File: src/design/nmea_gga_sentence_parser_macros.svh
// ----------------------------------------------------------------------------
// nmea_gga_sentence_parser_macros
// assertion helpers for the parser top level rtl
// ----------------------------------------------------------------------------
`ifndef NMEA_GGA_SENTENCE_PARSER_MACROS_SVH
`define NMEA_GGA_SENTENCE_PARSER_MACROS_SVH

// same-cycle implication, gated by reset
`define NGGA_ASSERT_IMP(lbl, ante, cons, msg) \
    lbl: assert property (@(posedge clk) disable iff (!rst_n) (ante) |-> (cons)) \
        else $error(msg);

// next-cycle implication, gated by reset
`define NGGA_ASSERT_NXT(lbl, ante, cons, msg) \
    lbl: assert property (@(posedge clk) disable iff (!rst_n) (ante) |=> (cons)) \
        else $error(msg);

`endif

File: src/design/ngga_pkg.sv
// ----------------------------------------------------------------------------
// ngga_pkg
// shared types and constants of the gga sentence parser
// ----------------------------------------------------------------------------
`default_nettype none

package ngga_pkg;

    typedef enum logic [1:0] {
        PH_HUNT,
        PH_COLLECT,
        PH_DEAD
    } phase_t;

    typedef enum logic [1:0] {
        FS_START,
        FS_DIGITS,
        FS_ENDED
    } fstat_t;

    typedef struct packed {
        logic               time_present;
        logic [19:0]        time_value;
        logic signed [17:0] latitude;
        logic signed [17:0] longitude;
        logic [7:0]         fix_quality;
    } sent_rec_t;

    localparam logic [47:0] TAG_RESET = 48'h24474E474741;
    localparam logic        REG_TAG   = 1'b0;

    localparam logic [7:0] CH_NUL    = 8'h00;
    localparam logic [7:0] CH_TAB    = 8'h09;
    localparam logic [7:0] CH_LF     = 8'h0A;
    localparam logic [7:0] CH_VT     = 8'h0B;
    localparam logic [7:0] CH_FF     = 8'h0C;
    localparam logic [7:0] CH_CR     = 8'h0D;
    localparam logic [7:0] CH_SPACE  = 8'h20;
    localparam logic [7:0] CH_DOLLAR = 8'h24;
    localparam logic [7:0] CH_PLUS   = 8'h2B;
    localparam logic [7:0] CH_COMMA  = 8'h2C;
    localparam logic [7:0] CH_MINUS  = 8'h2D;
    localparam logic [7:0] CH_ZERO   = 8'h30;
    localparam logic [7:0] CH_NINE   = 8'h39;

    localparam int          HDR_LEN   = 6;
    localparam logic [3:0]  FLD_TIME  = 4'd1;
    localparam logic [3:0]  FLD_LAT   = 4'd2;
    localparam logic [3:0]  FLD_LON   = 4'd4;
    localparam logic [3:0]  FLD_FIX   = 4'd6;
    localparam logic [3:0]  FLD_MAX   = 4'd15;

    localparam logic [19:0] TIME_CAP  = 20'd999999;
    localparam logic [19:0] POS_CAP   = 20'd99999;
    localparam logic [19:0] FIX_CAP   = 20'd255;

    localparam int QUEUE_DEPTH = 4;
    localparam int QPTR_W      = $clog2(QUEUE_DEPTH);

endpackage

`default_nettype wire

File: src/design/nmea_gga_sentence_parser.sv
// result path: the beat carrying the ending cr/lf or the byte that fills the line pushes
// its record into the queue on a header match, then the s1, s2, s3 and output time split registers
// throughput: one byte per cycle; input stalls only while the 4-entry record queue is full
// reset: asynchronous, clears framing state, queue and pipeline valids, no clearing pass
// header tag comes up as $GNGGA
// ----------------------------------------------------------------------------
// nmea_gga_sentence_parser
// gga sentence parser with apb configured header tag and stream ports
// ----------------------------------------------------------------------------
`default_nettype none
`include "nmea_gga_sentence_parser_macros.svh"

module nmea_gga_sentence_parser
    import ngga_pkg::*;
#(
    parameter int MAX_LINE = 128
)
(
    input  wire logic        clk,
    input  wire logic        rst_n,
    input  wire logic        s_axis_tvalid,
    output logic             s_axis_tready,
    input  wire logic [7:0]  s_axis_tdata,   // rx_byte
    output logic             m_axis_tvalid,
    input  wire logic        m_axis_tready,
    output logic [71:0]      m_axis_tdata,   // hour, minute, second, latitude, longitude,
                                             // fix_quality, zero fill
    output logic             m_axis_tuser,   // time_present
    input  wire logic        psel,
    input  wire logic        penable,
    input  wire logic        pwrite,
    input  wire logic [3:0]  paddr,
    input  wire logic [63:0] pwdata,
    output logic [63:0]      prdata,
    output logic             pready
);

    logic [47:0] tag_reg;
    logic        in_accept;
    logic        rec_push;
    sent_rec_t   front_rec;
    logic        q_full;
    logic        q_empty;
    logic        q_pop;
    sent_rec_t   head_rec;

    assign pready = 1'b1;
    assign prdata = (paddr[3] == REG_TAG) ? {16'd0, tag_reg} : 64'd0;

    always_ff @(posedge clk or negedge rst_n)
    begin
        if (!rst_n)
        begin
            tag_reg <= TAG_RESET;
        end
        else if (psel && penable && pwrite && pready && paddr[3] == REG_TAG)
        begin
            tag_reg <= pwdata[47:0];
        end
    end

    assign s_axis_tready = !q_full;
    assign in_accept     = s_axis_tvalid && s_axis_tready;

    ngga_front #(
        .MAX_LINE (MAX_LINE)
    ) u_front (
        .clk        (clk),
        .rst_n      (rst_n),
        .in_accept  (in_accept),
        .rx_byte    (s_axis_tdata),
        .header_tag (tag_reg),
        .rec_push   (rec_push),
        .rec        (front_rec)
    );

    ngga_queue u_queue (
        .clk      (clk),
        .rst_n    (rst_n),
        .push     (rec_push),
        .push_rec (front_rec),
        .pop      (q_pop),
        .full     (q_full),
        .empty    (q_empty),
        .head_rec (head_rec)
    );

    ngga_back u_back (
        .clk           (clk),
        .rst_n         (rst_n),
        .q_empty       (q_empty),
        .q_rec         (head_rec),
        .q_pop         (q_pop),
        .m_axis_tvalid (m_axis_tvalid),
        .m_axis_tready (m_axis_tready),
        .m_axis_tdata  (m_axis_tdata),
        .m_axis_tuser  (m_axis_tuser)
    );

    `NGGA_ASSERT_IMP(a_no_push_when_full, rec_push, !q_full, "record pushed into full queue")
    `NGGA_ASSERT_NXT(a_push_fills_queue, rec_push, !q_empty, "pushed record not held in queue")
    `NGGA_ASSERT_IMP(a_time_split_range, m_axis_tvalid,
                     m_axis_tdata[6:0] < 7'd100 && m_axis_tdata[13:7] < 7'd100
                     && m_axis_tdata[20:14] < 7'd100, "time split out of range")

endmodule

`default_nettype wire

File: src/design/ngga_front.sv
// ----------------------------------------------------------------------------
// ngga_front
// per-byte sentence framing, header check and field accumulation
// ----------------------------------------------------------------------------
`default_nettype none

module ngga_front
    import ngga_pkg::*;
#(
    parameter int MAX_LINE = 128
)
(
    input  wire logic        clk,
    input  wire logic        rst_n,
    input  wire logic        in_accept,
    input  wire logic [7:0]  rx_byte,
    input  wire logic [47:0] header_tag,
    output logic             rec_push,
    output sent_rec_t        rec
);

    localparam int CW = $clog2(MAX_LINE);
    localparam logic [CW-1:0] LIMIT = CW'(MAX_LINE - 1);
    localparam logic [CW-1:0] HDR_END = CW'(HDR_LEN);

    function automatic logic [7:0] hdr_char(input logic [47:0] tag, input logic [2:0] pos);
        logic [7:0] ch;
        case (pos)
            3'd0:    ch = tag[47:40];
            3'd1:    ch = tag[39:32];
            3'd2:    ch = tag[31:24];
            3'd3:    ch = tag[23:16];
            3'd4:    ch = tag[15:8];
            3'd5:    ch = tag[7:0];
            default: ch = CH_NUL;
        endcase
        return ch;
    endfunction

    function automatic logic [19:0] sat_digit(input logic [19:0] v, input logic [3:0] d,
                                              input logic [19:0] cap);
        logic [23:0] t;
        t = {4'd0, v} * 24'd10 + {20'd0, d};
        if (v >= cap)
        begin
            return cap;
        end
        if (t > {4'd0, cap})
        begin
            return cap;
        end
        return t[19:0];
    endfunction

    phase_t             phase_reg, phase_next;
    logic [CW-1:0]      cc_reg, cc_next;
    logic               hm_reg, hm_next;
    logic [3:0]         fn_reg, fn_next;
    fstat_t             fs_reg, fs_next;
    logic [19:0]        time_reg, time_next;
    logic               tseen_reg, tseen_next;
    logic signed [17:0] lat_reg, lat_next;
    logic signed [17:0] lon_reg, lon_next;
    logic               neg_reg, neg_next;
    logic [7:0]         fix_reg, fix_next;

    logic               fin;
    logic               close_now;
    logic               is_comma;
    logic [3:0]         digit;

    always_ff @(posedge clk or negedge rst_n)
    begin
        if (!rst_n)
        begin
            phase_reg <= PH_HUNT;
            cc_reg    <= '0;
            hm_reg    <= 1'b1;
            fn_reg    <= '0;
            fs_reg    <= FS_START;
            time_reg  <= '0;
            tseen_reg <= 1'b0;
            lat_reg   <= '0;
            lon_reg   <= '0;
            neg_reg   <= 1'b0;
            fix_reg   <= '0;
        end
        else
        begin
            phase_reg <= phase_next;
            cc_reg    <= cc_next;
            hm_reg    <= hm_next;
            fn_reg    <= fn_next;
            fs_reg    <= fs_next;
            time_reg  <= time_next;
            tseen_reg <= tseen_next;
            lat_reg   <= lat_next;
            lon_reg   <= lon_next;
            neg_reg   <= neg_next;
            fix_reg   <= fix_next;
        end
    end

    always_comb
    begin
        phase_next = phase_reg;
        cc_next    = cc_reg;
        hm_next    = hm_reg;
        fn_next    = fn_reg;
        fs_next    = fs_reg;
        time_next  = time_reg;
        tseen_next = tseen_reg;
        lat_next   = lat_reg;
        lon_next   = lon_reg;
        neg_next   = neg_reg;
        fix_next   = fix_reg;
        rec_push   = 1'b0;
        fin        = 1'b0;
        close_now  = 1'b0;
        is_comma   = 1'b0;
        digit      = 4'(rx_byte - CH_ZERO);

        if (in_accept)
        begin
            case (phase_reg)
                PH_HUNT:
                begin
                    if (rx_byte == CH_DOLLAR)
                    begin
                        phase_next = PH_COLLECT;
                        cc_next    = CW'(1);
                        hm_next    = (header_tag[47:40] == CH_DOLLAR);
                        fn_next    = '0;
                        fs_next    = FS_START;
                        time_next  = '0;
                        tseen_next = 1'b0;
                        lat_next   = '0;
                        lon_next   = '0;
                        neg_next   = 1'b0;
                        fix_next   = '0;
                    end
                end
                PH_COLLECT, PH_DEAD:
                begin
                    if (rx_byte == CH_LF || rx_byte == CH_CR)
                    begin
                        fin       = 1'b1;
                        close_now = (phase_reg == PH_COLLECT);
                    end
                    else
                    begin
                        if (phase_reg == PH_COLLECT)
                        begin
                            if (cc_reg < HDR_END && hdr_char(header_tag, cc_reg[2:0]) != rx_byte)
                            begin
                                hm_next = 1'b0;
                            end
                            if (rx_byte == CH_NUL)
                            begin
                                close_now  = 1'b1;
                                phase_next = PH_DEAD;
                            end
                            else if (rx_byte == CH_COMMA)
                            begin
                                close_now = 1'b1;
                                is_comma  = 1'b1;
                            end
                            else
                            begin
                                // field character
                                if (fn_reg == FLD_TIME)
                                begin
                                    tseen_next = 1'b1;
                                end
                                if (fs_reg != FS_ENDED)
                                begin
                                    if (rx_byte inside {[CH_ZERO:CH_NINE]})
                                    begin
                                        fs_next = FS_DIGITS;
                                        case (fn_reg)
                                            FLD_TIME:
                                                time_next = sat_digit(time_reg, digit, TIME_CAP);
                                            FLD_LAT:
                                                lat_next = 18'(sat_digit({2'b00, lat_reg}, digit,
                                                                         POS_CAP));
                                            FLD_LON:
                                                lon_next = 18'(sat_digit({2'b00, lon_reg}, digit,
                                                                         POS_CAP));
                                            FLD_FIX:
                                                fix_next = 8'(sat_digit({12'd0, fix_reg}, digit,
                                                                        FIX_CAP));
                                            default:
                                                fs_next = FS_DIGITS;
                                        endcase
                                    end
                                    else if (rx_byte inside {CH_PLUS, CH_MINUS})
                                    begin
                                        if (fs_reg == FS_START)
                                        begin
                                            fs_next  = FS_DIGITS;
                                            neg_next = (rx_byte == CH_MINUS);
                                        end
                                        else
                                        begin
                                            fs_next = FS_ENDED;
                                        end
                                    end
                                    else if (rx_byte inside {CH_SPACE, CH_TAB, CH_VT, CH_FF})
                                    begin
                                        if (fs_reg != FS_START)
                                        begin
                                            fs_next = FS_ENDED;
                                        end
                                    end
                                    else
                                    begin
                                        fs_next = FS_ENDED;
                                    end
                                end
                            end
                        end
                        cc_next = cc_reg + 1'b1;
                        if (cc_next >= LIMIT)
                        begin
                            fin = 1'b1;
                            if (phase_next == PH_COLLECT)
                            begin
                                close_now = 1'b1;
                            end
                        end
                    end

                    // apply sign when a field closes: negate lat or lon, clear a negative time or fix
                    if (close_now && neg_next)
                    begin
                        case (fn_reg)
                            FLD_TIME: time_next = '0;
                            FLD_LAT:  lat_next  = -lat_next;
                            FLD_LON:  lon_next  = -lon_next;
                            FLD_FIX:  fix_next  = '0;
                            default:  fix_next  = fix_next;
                        endcase
                    end

                    if (is_comma)
                    begin
                        if (fn_reg != FLD_MAX)
                        begin
                            fn_next = fn_reg + 1'b1;
                        end
                        fs_next  = FS_START;
                        neg_next = 1'b0;
                    end

                    if (fin)
                    begin
                        if (phase_next == PH_COLLECT && cc_next < HDR_END
                            && hdr_char(header_tag, cc_next[2:0]) != CH_NUL)
                        begin
                            hm_next = 1'b0;
                        end
                        phase_next = PH_HUNT;
                        rec_push   = hm_next;
                    end
                end
                default:
                begin
                    phase_next = PH_HUNT;
                end
            endcase
        end
    end

    assign rec.time_present = tseen_next;
    assign rec.time_value   = time_next;
    assign rec.latitude     = lat_next;
    assign rec.longitude    = lon_next;
    assign rec.fix_quality  = fix_next;

endmodule

`default_nettype wire

File: src/design/ngga_queue.sv
// ----------------------------------------------------------------------------
// ngga_queue
// short record queue between the byte parser and the result pipeline
// ----------------------------------------------------------------------------
`default_nettype none

module ngga_queue
    import ngga_pkg::*;
(
    input  wire logic      clk,
    input  wire logic      rst_n,
    input  wire logic      push,
    input  wire sent_rec_t push_rec,
    input  wire logic      pop,
    output logic           full,
    output logic           empty,
    output sent_rec_t      head_rec
);

    sent_rec_t          entry_reg [QUEUE_DEPTH];
    logic [QPTR_W-1:0]  wr_ptr_reg;
    logic [QPTR_W-1:0]  rd_ptr_reg;
    logic [QPTR_W:0]    count_reg;

    assign full     = (count_reg == (QPTR_W + 1)'(QUEUE_DEPTH));
    assign empty    = (count_reg == '0);
    assign head_rec = entry_reg[rd_ptr_reg];

    always_ff @(posedge clk)
    begin
        if (push)
        begin
            entry_reg[wr_ptr_reg] <= push_rec;
        end
    end

    always_ff @(posedge clk or negedge rst_n)
    begin
        if (!rst_n)
        begin
            wr_ptr_reg <= '0;
            rd_ptr_reg <= '0;
            count_reg  <= '0;
        end
        else
        begin
            if (push)
            begin
                wr_ptr_reg <= wr_ptr_reg + 1'b1;
            end
            if (pop)
            begin
                rd_ptr_reg <= rd_ptr_reg + 1'b1;
            end
            if (push && !pop)
            begin
                count_reg <= count_reg + 1'b1;
            end
            else if (pop && !push)
            begin
                count_reg <= count_reg - 1'b1;
            end
        end
    end

endmodule

`default_nettype wire

File: src/design/ngga_back.sv
// ----------------------------------------------------------------------------
// ngga_back
// splits the time value into hour, minute, second and holds the result beat
// ----------------------------------------------------------------------------
`default_nettype none

module ngga_back
    import ngga_pkg::*;
(
    input  wire logic        clk,
    input  wire logic        rst_n,
    input  wire logic        q_empty,
    input  wire sent_rec_t   q_rec,
    output logic             q_pop,
    output logic             m_axis_tvalid,
    input  wire logic        m_axis_tready,
    output logic [71:0]      m_axis_tdata,  // hour, minute, second, latitude, longitude,
                                            // fix_quality, zero fill
    output logic             m_axis_tuser   // time_present
);

    // floor(x / 10000) and floor(x / 100) from under-estimating reciprocals
    localparam logic [32:0] RECIP_10K = 33'd6710;
    localparam logic [23:0] RECIP_100 = 24'd655;

    logic        adv;

    logic        s1_valid_reg;
    sent_rec_t   s1_rec_reg;
    logic [32:0] s1_prod_reg;

    logic        s2_valid_reg;
    sent_rec_t   s2_rec_reg;
    logic [6:0]  s2_hour_reg;
    logic [13:0] s2_rem_reg;

    logic        s3_valid_reg;
    sent_rec_t   s3_rec_reg;
    logic [6:0]  s3_hour_reg;
    logic [13:0] s3_rem_reg;
    logic [23:0] s3_prod_reg;

    logic        out_valid_reg;
    sent_rec_t   out_rec_reg;
    logic [6:0]  out_hour_reg;
    logic [6:0]  out_min_reg;
    logic [6:0]  out_sec_reg;

    logic [6:0]  q0;
    logic [19:0] m0;
    logic [19:0] r0;
    logic [6:0]  hour_c;
    logic [13:0] rem_c;
    logic [6:0]  q1;
    logic [13:0] m1;
    logic [13:0] r1;
    logic [6:0]  min_c;
    logic [6:0]  sec_c;

    assign adv   = !out_valid_reg || m_axis_tready;
    assign q_pop = adv && !q_empty;

    always_comb
    begin
        q0 = s1_prod_reg[32:26];
        m0 = {13'd0, q0} * 20'd10000;
        r0 = s1_rec_reg.time_value - m0;
        if (r0 >= 20'd10000)
        begin
            hour_c = q0 + 1'b1;
            rem_c  = 14'(r0 - 20'd10000);
        end
        else
        begin
            hour_c = q0;
            rem_c  = r0[13:0];
        end

        q1 = s3_prod_reg[22:16];
        m1 = {7'd0, q1} * 14'd100;
        r1 = s3_rem_reg - m1;
        if (r1 >= 14'd100)
        begin
            min_c = q1 + 1'b1;
            sec_c = 7'(r1 - 14'd100);
        end
        else
        begin
            min_c = q1;
            sec_c = r1[6:0];
        end
    end

    always_ff @(posedge clk or negedge rst_n)
    begin
        if (!rst_n)
        begin
            s1_valid_reg  <= 1'b0;
            s2_valid_reg  <= 1'b0;
            s3_valid_reg  <= 1'b0;
            out_valid_reg <= 1'b0;
        end
        else if (adv)
        begin
            s1_valid_reg  <= !q_empty;
            s2_valid_reg  <= s1_valid_reg;
            s3_valid_reg  <= s2_valid_reg;
            out_valid_reg <= s3_valid_reg;
        end
    end

    always_ff @(posedge clk)
    begin
        if (adv)
        begin
            s1_rec_reg   <= q_rec;
            s1_prod_reg  <= {13'd0, q_rec.time_value} * RECIP_10K;
            s2_rec_reg   <= s1_rec_reg;
            s2_hour_reg  <= hour_c;
            s2_rem_reg   <= rem_c;
            s3_rec_reg   <= s2_rec_reg;
            s3_hour_reg  <= s2_hour_reg;
            s3_rem_reg   <= s2_rem_reg;
            s3_prod_reg  <= {10'd0, s2_rem_reg} * RECIP_100;
            out_rec_reg  <= s3_rec_reg;
            out_hour_reg <= s3_hour_reg;
            out_min_reg  <= min_c;
            out_sec_reg  <= sec_c;
        end
    end

    assign m_axis_tvalid = out_valid_reg;
    assign m_axis_tuser  = out_rec_reg.time_present;
    assign m_axis_tdata  = {7'd0, out_rec_reg.fix_quality, out_rec_reg.longitude,
                            out_rec_reg.latitude, out_sec_reg, out_min_reg, out_hour_reg};

endmodule

`default_nettype wire

File: config.mk
export PLATFORM = sky130hd
export DESIGN_NAME = nmea_gga_sentence_parser
export DESIGN_NICKNAME = d
export VERILOG_FILES = /design/src/design/ngga_pkg.sv /design/src/design/nmea_gga_sentence_parser.sv /design/src/design/ngga_front.sv /design/src/design/ngga_queue.sv /design/src/design/ngga_back.sv
export VERILOG_INCLUDE_DIRS = /design/src /design/src/design
export SDC_FILE = /design/constraint.sdc
export NUM_CORES = 2
export LEC_CHECK = 0
export BUFFER_PORTS_ARGS = -buffer_cell sky130_fd_sc_hd__buf_2
export CORE_ASPECT_RATIO = 0.8
export CORE_MARGIN = 5
export CORE_UTILIZATION = 35
export CTS_BUF_LIST = sky130_fd_sc_hd__clkbuf_2
export DETAILED_ROUTE_END_ITERATION = 12
export MAX_ROUTING_LAYER = met4
export PLACE_DENSITY_LB_ADDON = 0.08
export SYNTH_ARGS = -nofsm -noshare
export SYNTH_HDL_FRONTEND = slang
export SYNTH_HIERARCHICAL = 1
export SYNTH_SLANG_ARGS = --single-unit
File: constraint.sdc
create_clock -name clk -period 8.3 [get_ports clk]
set_input_delay 0 -clock clk [delete_from_list [all_inputs] [get_ports clk]]
set_output_delay 0 -clock clk [all_outputs]
set_load 0.02 [all_outputs]
## Yosys cells after proc, flatten, opt, wreduce, memory -nomap -nowiden

Memory sizes are Yosys's and may differ from the RTL's.
Cells that the tools add are included.

| operators by class | value |
|---|---|
| $add $sub $neg | 19 |
| multiply operators | 8 |
| order comparisons | 15 |
| equal/unequal tests | 42 |
| muxes and demuxes | 251 |
| bitwise logic cells | 1 |
| reductions and logical operators | 36 |

Operators by type and width:

| kind | count |
|---|---|
| two-way mux 18 bit | 34 |
| two-way mux 20 bit | 15 |
| two-way mux 8 bit | 22 |
| two-way mux 1 bit | 131 |
| case mux 8 bit (6 select lines) | 2 |
| case mux 18 bit (2 select lines) | 2 |
| two-way mux 7 bit | 7 |
| == test 8 x 6 -> 1 bit (second input constant) | 6 |
| two-way mux 48 bit | 1 |
| adder 22 x 4 -> 23 bit | 2 |
| greater-than comparator 23 x 17 -> 1 bit (second input constant) | 2 |
| two-way mux 2 bit | 22 |
| multiplier 18 x 3 -> 21 bit (second input constant) | 2 |
| == test 8 x 4 -> 1 bit (second input constant) | 5 |
| case mux 20 bit (2 select lines) | 1 |
| >= comparator 18 x 17 -> 1 bit (second input constant) | 2 |
| negator 18 bit | 2 |
| multiplier 20 x 12 -> 32 bit (second input constant) | 1 |
| adder 24 x 4 -> 24 bit | 1 |
| greater-than comparator 24 x 20 -> 1 bit (second input constant) | 1 |
| multiplier 14 x 10 -> 23 bit (second input constant) | 1 |
| multiplier 20 x 3 -> 23 bit (second input constant) | 1 |
| adder 7 x 1 -> 7 bit (second input constant) | 3 |
| >= comparator 20 x 14 -> 1 bit (second input constant) | 1 |
| other kinds (59) | 105 |

| word-level totals | value |
|---|---|
| bits in registers | 459 |
| RAM bits | 260 |
| input bits | 83 |
| output and inout bits | 140 |
| logic and storage cells | 418 |
| memories kept | 1 |

Memories:

| name | depth | bits a word | read ports | clocked after memory_dff | wr ports | RTL line | text |
|---|---|---|---|---|---|---|---|
| u_queue.entry_reg | 4 | 65 | 1 | 0 | 1 | ngga_queue.sv:20 | `sent_rec_t entry_reg [QUEUE_DEPTH];` |

## Depth between registers and ports, before layout

| depth | value |
|---|---|
| depth after elaboration | 37 |
| gate-level depth with buffers | 25 |
| depth with buffers taken out | 24 |

## Hierarchy

Netlist, hierarchy kept.

By module, submodules not included:

| module | instances | cells an instance | area an instance (um^2) |
|---|---|---|---|
| ngga_back | 1 | 1332 | 18013.5 |
| ngga_front | 1 | 1630 | 12538.3 |
| ngga_queue | 1 | 374 | 9808.2 |
| nmea_gga_sentence_parser | 1 | 176 | 2374.8 |

## Least setup slack after synthesis

OpenSTA, ideal clock, no wires.

| path | value |
|---|---|
| path type | register to register |
| from | reg u_back.out_valid_reg, in the netlist u_back/m_axis_tvalid |
| to | reg u_back.out_rec_reg (netlist bit u_back/m_axis_tdata[21]) (enable) |
| setup time | 627 ps |
| arrival time | 6002 ps |
| data required time | 7673 ps |
| slack | 1670 ps |
| stages on the path, launching flop included | 3 |
| path buffers | 0 |
| period minus slack after synthesis | 6630 ps |
| cells stage by stage | dfrtp_1 > nor2b_1 > inv_1 |

| on the way | value |
|---|---|
| cells in the longest elaborated chain, start to end | 2 |

Ends and longest elaborated chain:

| what | RTL line | text |
|---|---|---|
| start: declaration | ngga_back.sv:43 | `logic out_valid_reg;` |
| start signal: assignment | ngga_back.sv:108 | `out_valid_reg <= s3_valid_reg;` |
| zero test 1 bit | ngga_back.sv:60 | `assign adv = !out_valid_reg \|\| m_axis_tready;` |
| logical OR 1 bit | ngga_back.sv:60 |  |
| end signal: assignment | ngga_back.sv:125 | `out_rec_reg <= s3_rec_reg;` |
| end: declaration | ngga_back.sv:44 | `sent_rec_t out_rec_reg;` |

No other way between the ends.
A chain may end at the register's enable or synchronous reset.

==> metrics <==
max FFs per register 260; Clock Skew 0.135 ns; Async SR Flop Fraction 20.8%; Setup crit end kind flip-flop; Die Wd 401 um; DR WL/cell between 15 and 20 um; instance count of the mapped netlist around 3.5k; Worst R2R Setup Slack 1.34 ns; Die Y 323 um; status finished, final reports clean; Final Core Density between 40% and 50%; CP Max Fanout 15; vias in the first global route 30.1k; final WL 109000 um; Synth area leader edfxtp_1; beginning of the critical path u_front/lon_reg[1]; Reg-to-Reg Start u_front/lon_reg[1]; Clock Pin Slew Worst Setup and Hold Paths 0.10 ns; DP Area 45300 um2; final setup fails 0; DR vias 29.4k; Root Driver clkbuf_2; FMAX about 140 MHz; first-pass GRT wire length approximately 170000 um; number of distinct library cells after synthesis 117; worst slew pin tran 1.15 ns; TritonCTS clock tree done; post-synthesis sequential area ratio between 40 and 50%; grt total ovfl 0; H-Tree Depth 4; drt initial violations about 1.9k; hold buffer count at CTS 218; detailed placer's ending HPWL 77500 um; FF-to-FF End u_queue/entry_reg[1][16]; Top FF cell, synth edfxtp_1; WHS 0.292 ns; Area Overhead vs Synth 15.2%; Die ar. 129000 um2; Synth area leaders edfxtp_1 (38%), ha_1 (12%), dfrtp_1 (7.0%), fa_1 (6.4%), mux4_2 (3.4%); routability cong. 0.818; Yosys top cell area share 37.7%; Worst slew margin 22.8%; post-route setup TNS 0 ns; EDFF count, synth 537; Tot GR Track Use 17.4%; crit path to u_queue/entry_reg[1][16]; crit path time final 6.96 ns; layout cells sized above 1 17.4%; yosys warns 6; Startpoint Class flip-flop; synthesized area ~43000 um2; Post-CTS Setup Bufs 0; Num CTS Buffers around 180; #FFs+latches synth 678; Hold Vio Cnt, Final 0; Final Cell Area around 49000 um2; Final period util 83.9%; PostCTS Resize Cnt 0; Row Count 114; pins over their slew limit 0; Min-Delay Path Class in -> reg; clk_lat worst skew 1.53 ns; Ports between 200 and 250; Num Clock Sinks about 680; area of the core about 120000 um2; Pre-antenna DRT Iters 7; initial antenna violation count 7; unrepaired setup endpoints after global routing false; fill count 11.7k; syn avg cell area 12.2 um2; DRT antenna net count 0; # DRC 0; worst path required time 9.49 ns; largest net degree at the start of global routing 94; Worst EP arrival 8.15 ns; Max Cap Viol 0; Final nets between 4k and 5k; vias per cell around 5.1; Max Root-Sink Buffers 3; starting density of the core 35.3%; crit path kind reg -> reg; FF-to-FF path depth 21; count of input and output buffers 179
how the worst min path moves through the flow:
stage,end,cells past startpoint,start
6_report,u_front/hm_reg,8,s_axis_tdata[3]
5_1_grt,tag_reg[20],5,pwdata[20]
4_1_cts,tag_reg[25],5,pwdata[25]
3_5_place_dp,tag_reg[39],1,rst_n
3_3_place_gp,tag_reg[39],1,rst_n
2_1_floorplan,tag_reg[11],0,rst_n
kinds of logic after synthesis:
| group | synth area share [%] |
|---|---|
| adders and majority gates | 18.7 |
| muxes | 5.51 |
| and+or+nand+nor | 10.0 |
| buffers and inverters | 4.48 |
| other | 0.0263 |
| DFF | 46.1 |
| AOI/OAI and AO/OA | 11.7 |
| xor gates and xnor gates | 3.45 |
placed cells by master (no fill, tap or decap), types with 32 or more instances in the layout:
master           n
mux4_2          65
buf_2          178
nor3_1          60
edfxtp_1       537
dlygate4sd3_1  217
xor2_1          61
nor2b_1         74
xnor2_1        101
o21a_1          33
a21oi_1        134
nand3_1         70
dfrtp_1        118
clkbuf_2       258
ha_1           420
nand2_1        184
o21ai_0        136
mux2_2          41
nor2_1         166
nor4_1          36
inv_1          322
a21o_1          49
clkinv_1        32
buf_4           33
fa_1           137
synthesized netlist by cell type (21+ instances only):
library cell and count:
inv_1 323, nand3_1 70, xnor2_1 101, ha_1 420
xor2_1 61, o21ai_0 136, mux4_2 65, edfxtp_1 537
dfstp_2 21, nor2_1 166, a211oi_1 26, a21oi_1 134
nand4_1 30, a211o_1 25, a21o_1 49, nor2b_1 74
o211ai_1 26, dfrtp_1 120, or3_1 25, fa_1 137
and2_1 23, clkbuf_1 65, o21a_1 33, nor3_1 61
nor4_1 36, nand2_1 185, mux2_2 41, buf_4 29
layout make-up:
cell class                      instances  area (um2)  area share (%)
Tap cell                             1624        2030            4.13
Clock inverter                         59         383           0.778
Clock buffer                          258        1290            2.62
Sequential cell                       678       19700            40.0
Antenna cell                            8        20.0          0.0407
Timing Repair Buffer                  430        3340            6.79
Multi-Input combinational cell       2408       21200            43.2
Inverter                              323        1220            2.48
routing by layer:
metal	global-route usage (%)	vias to the layer above	share of wire, %
li1	-	14209	-
met1	25.2	14346	51
met2	24.7	704	42
met3	3.46	144	5.1
met4	4.95	0	1.9
met5	-	-	0
worst max-delay path, cell delays in order, from the launching register on:
cell and delay (ns):
dfrtp_1 0.50, ha_1 0.34, ha_1 0.24, fa_1 0.44
xor2_1 0.29, and4_1 0.32, and3_1 0.22, nand4_1 0.28
or3_4 0.43, or4_4 0.44, a211oi_4 0.40, o21ai_2 0.28
o22ai_1 0.25, ha_1 0.24, nand3_1 0.17, nor4_1 0.22
nor2_1 0.07, or2_2 0.34, a221o_1 0.43, a21oi_1 0.19
xor2_1 0.10, o21ai_0 0.49
per-stage QoR:
stage	setup slack [ns]	cells
after floorplan	1.67	3533
after global placement	1.43	5245
after detailed placement	1.39	5245
after CTS	1.38	5780
after global routing	0.857	5786
final	1.34	5788
Power is left out: the tool's default activity adds up to more than one toggle a clock period on the data nets, which glitch-free logic cannot reach.
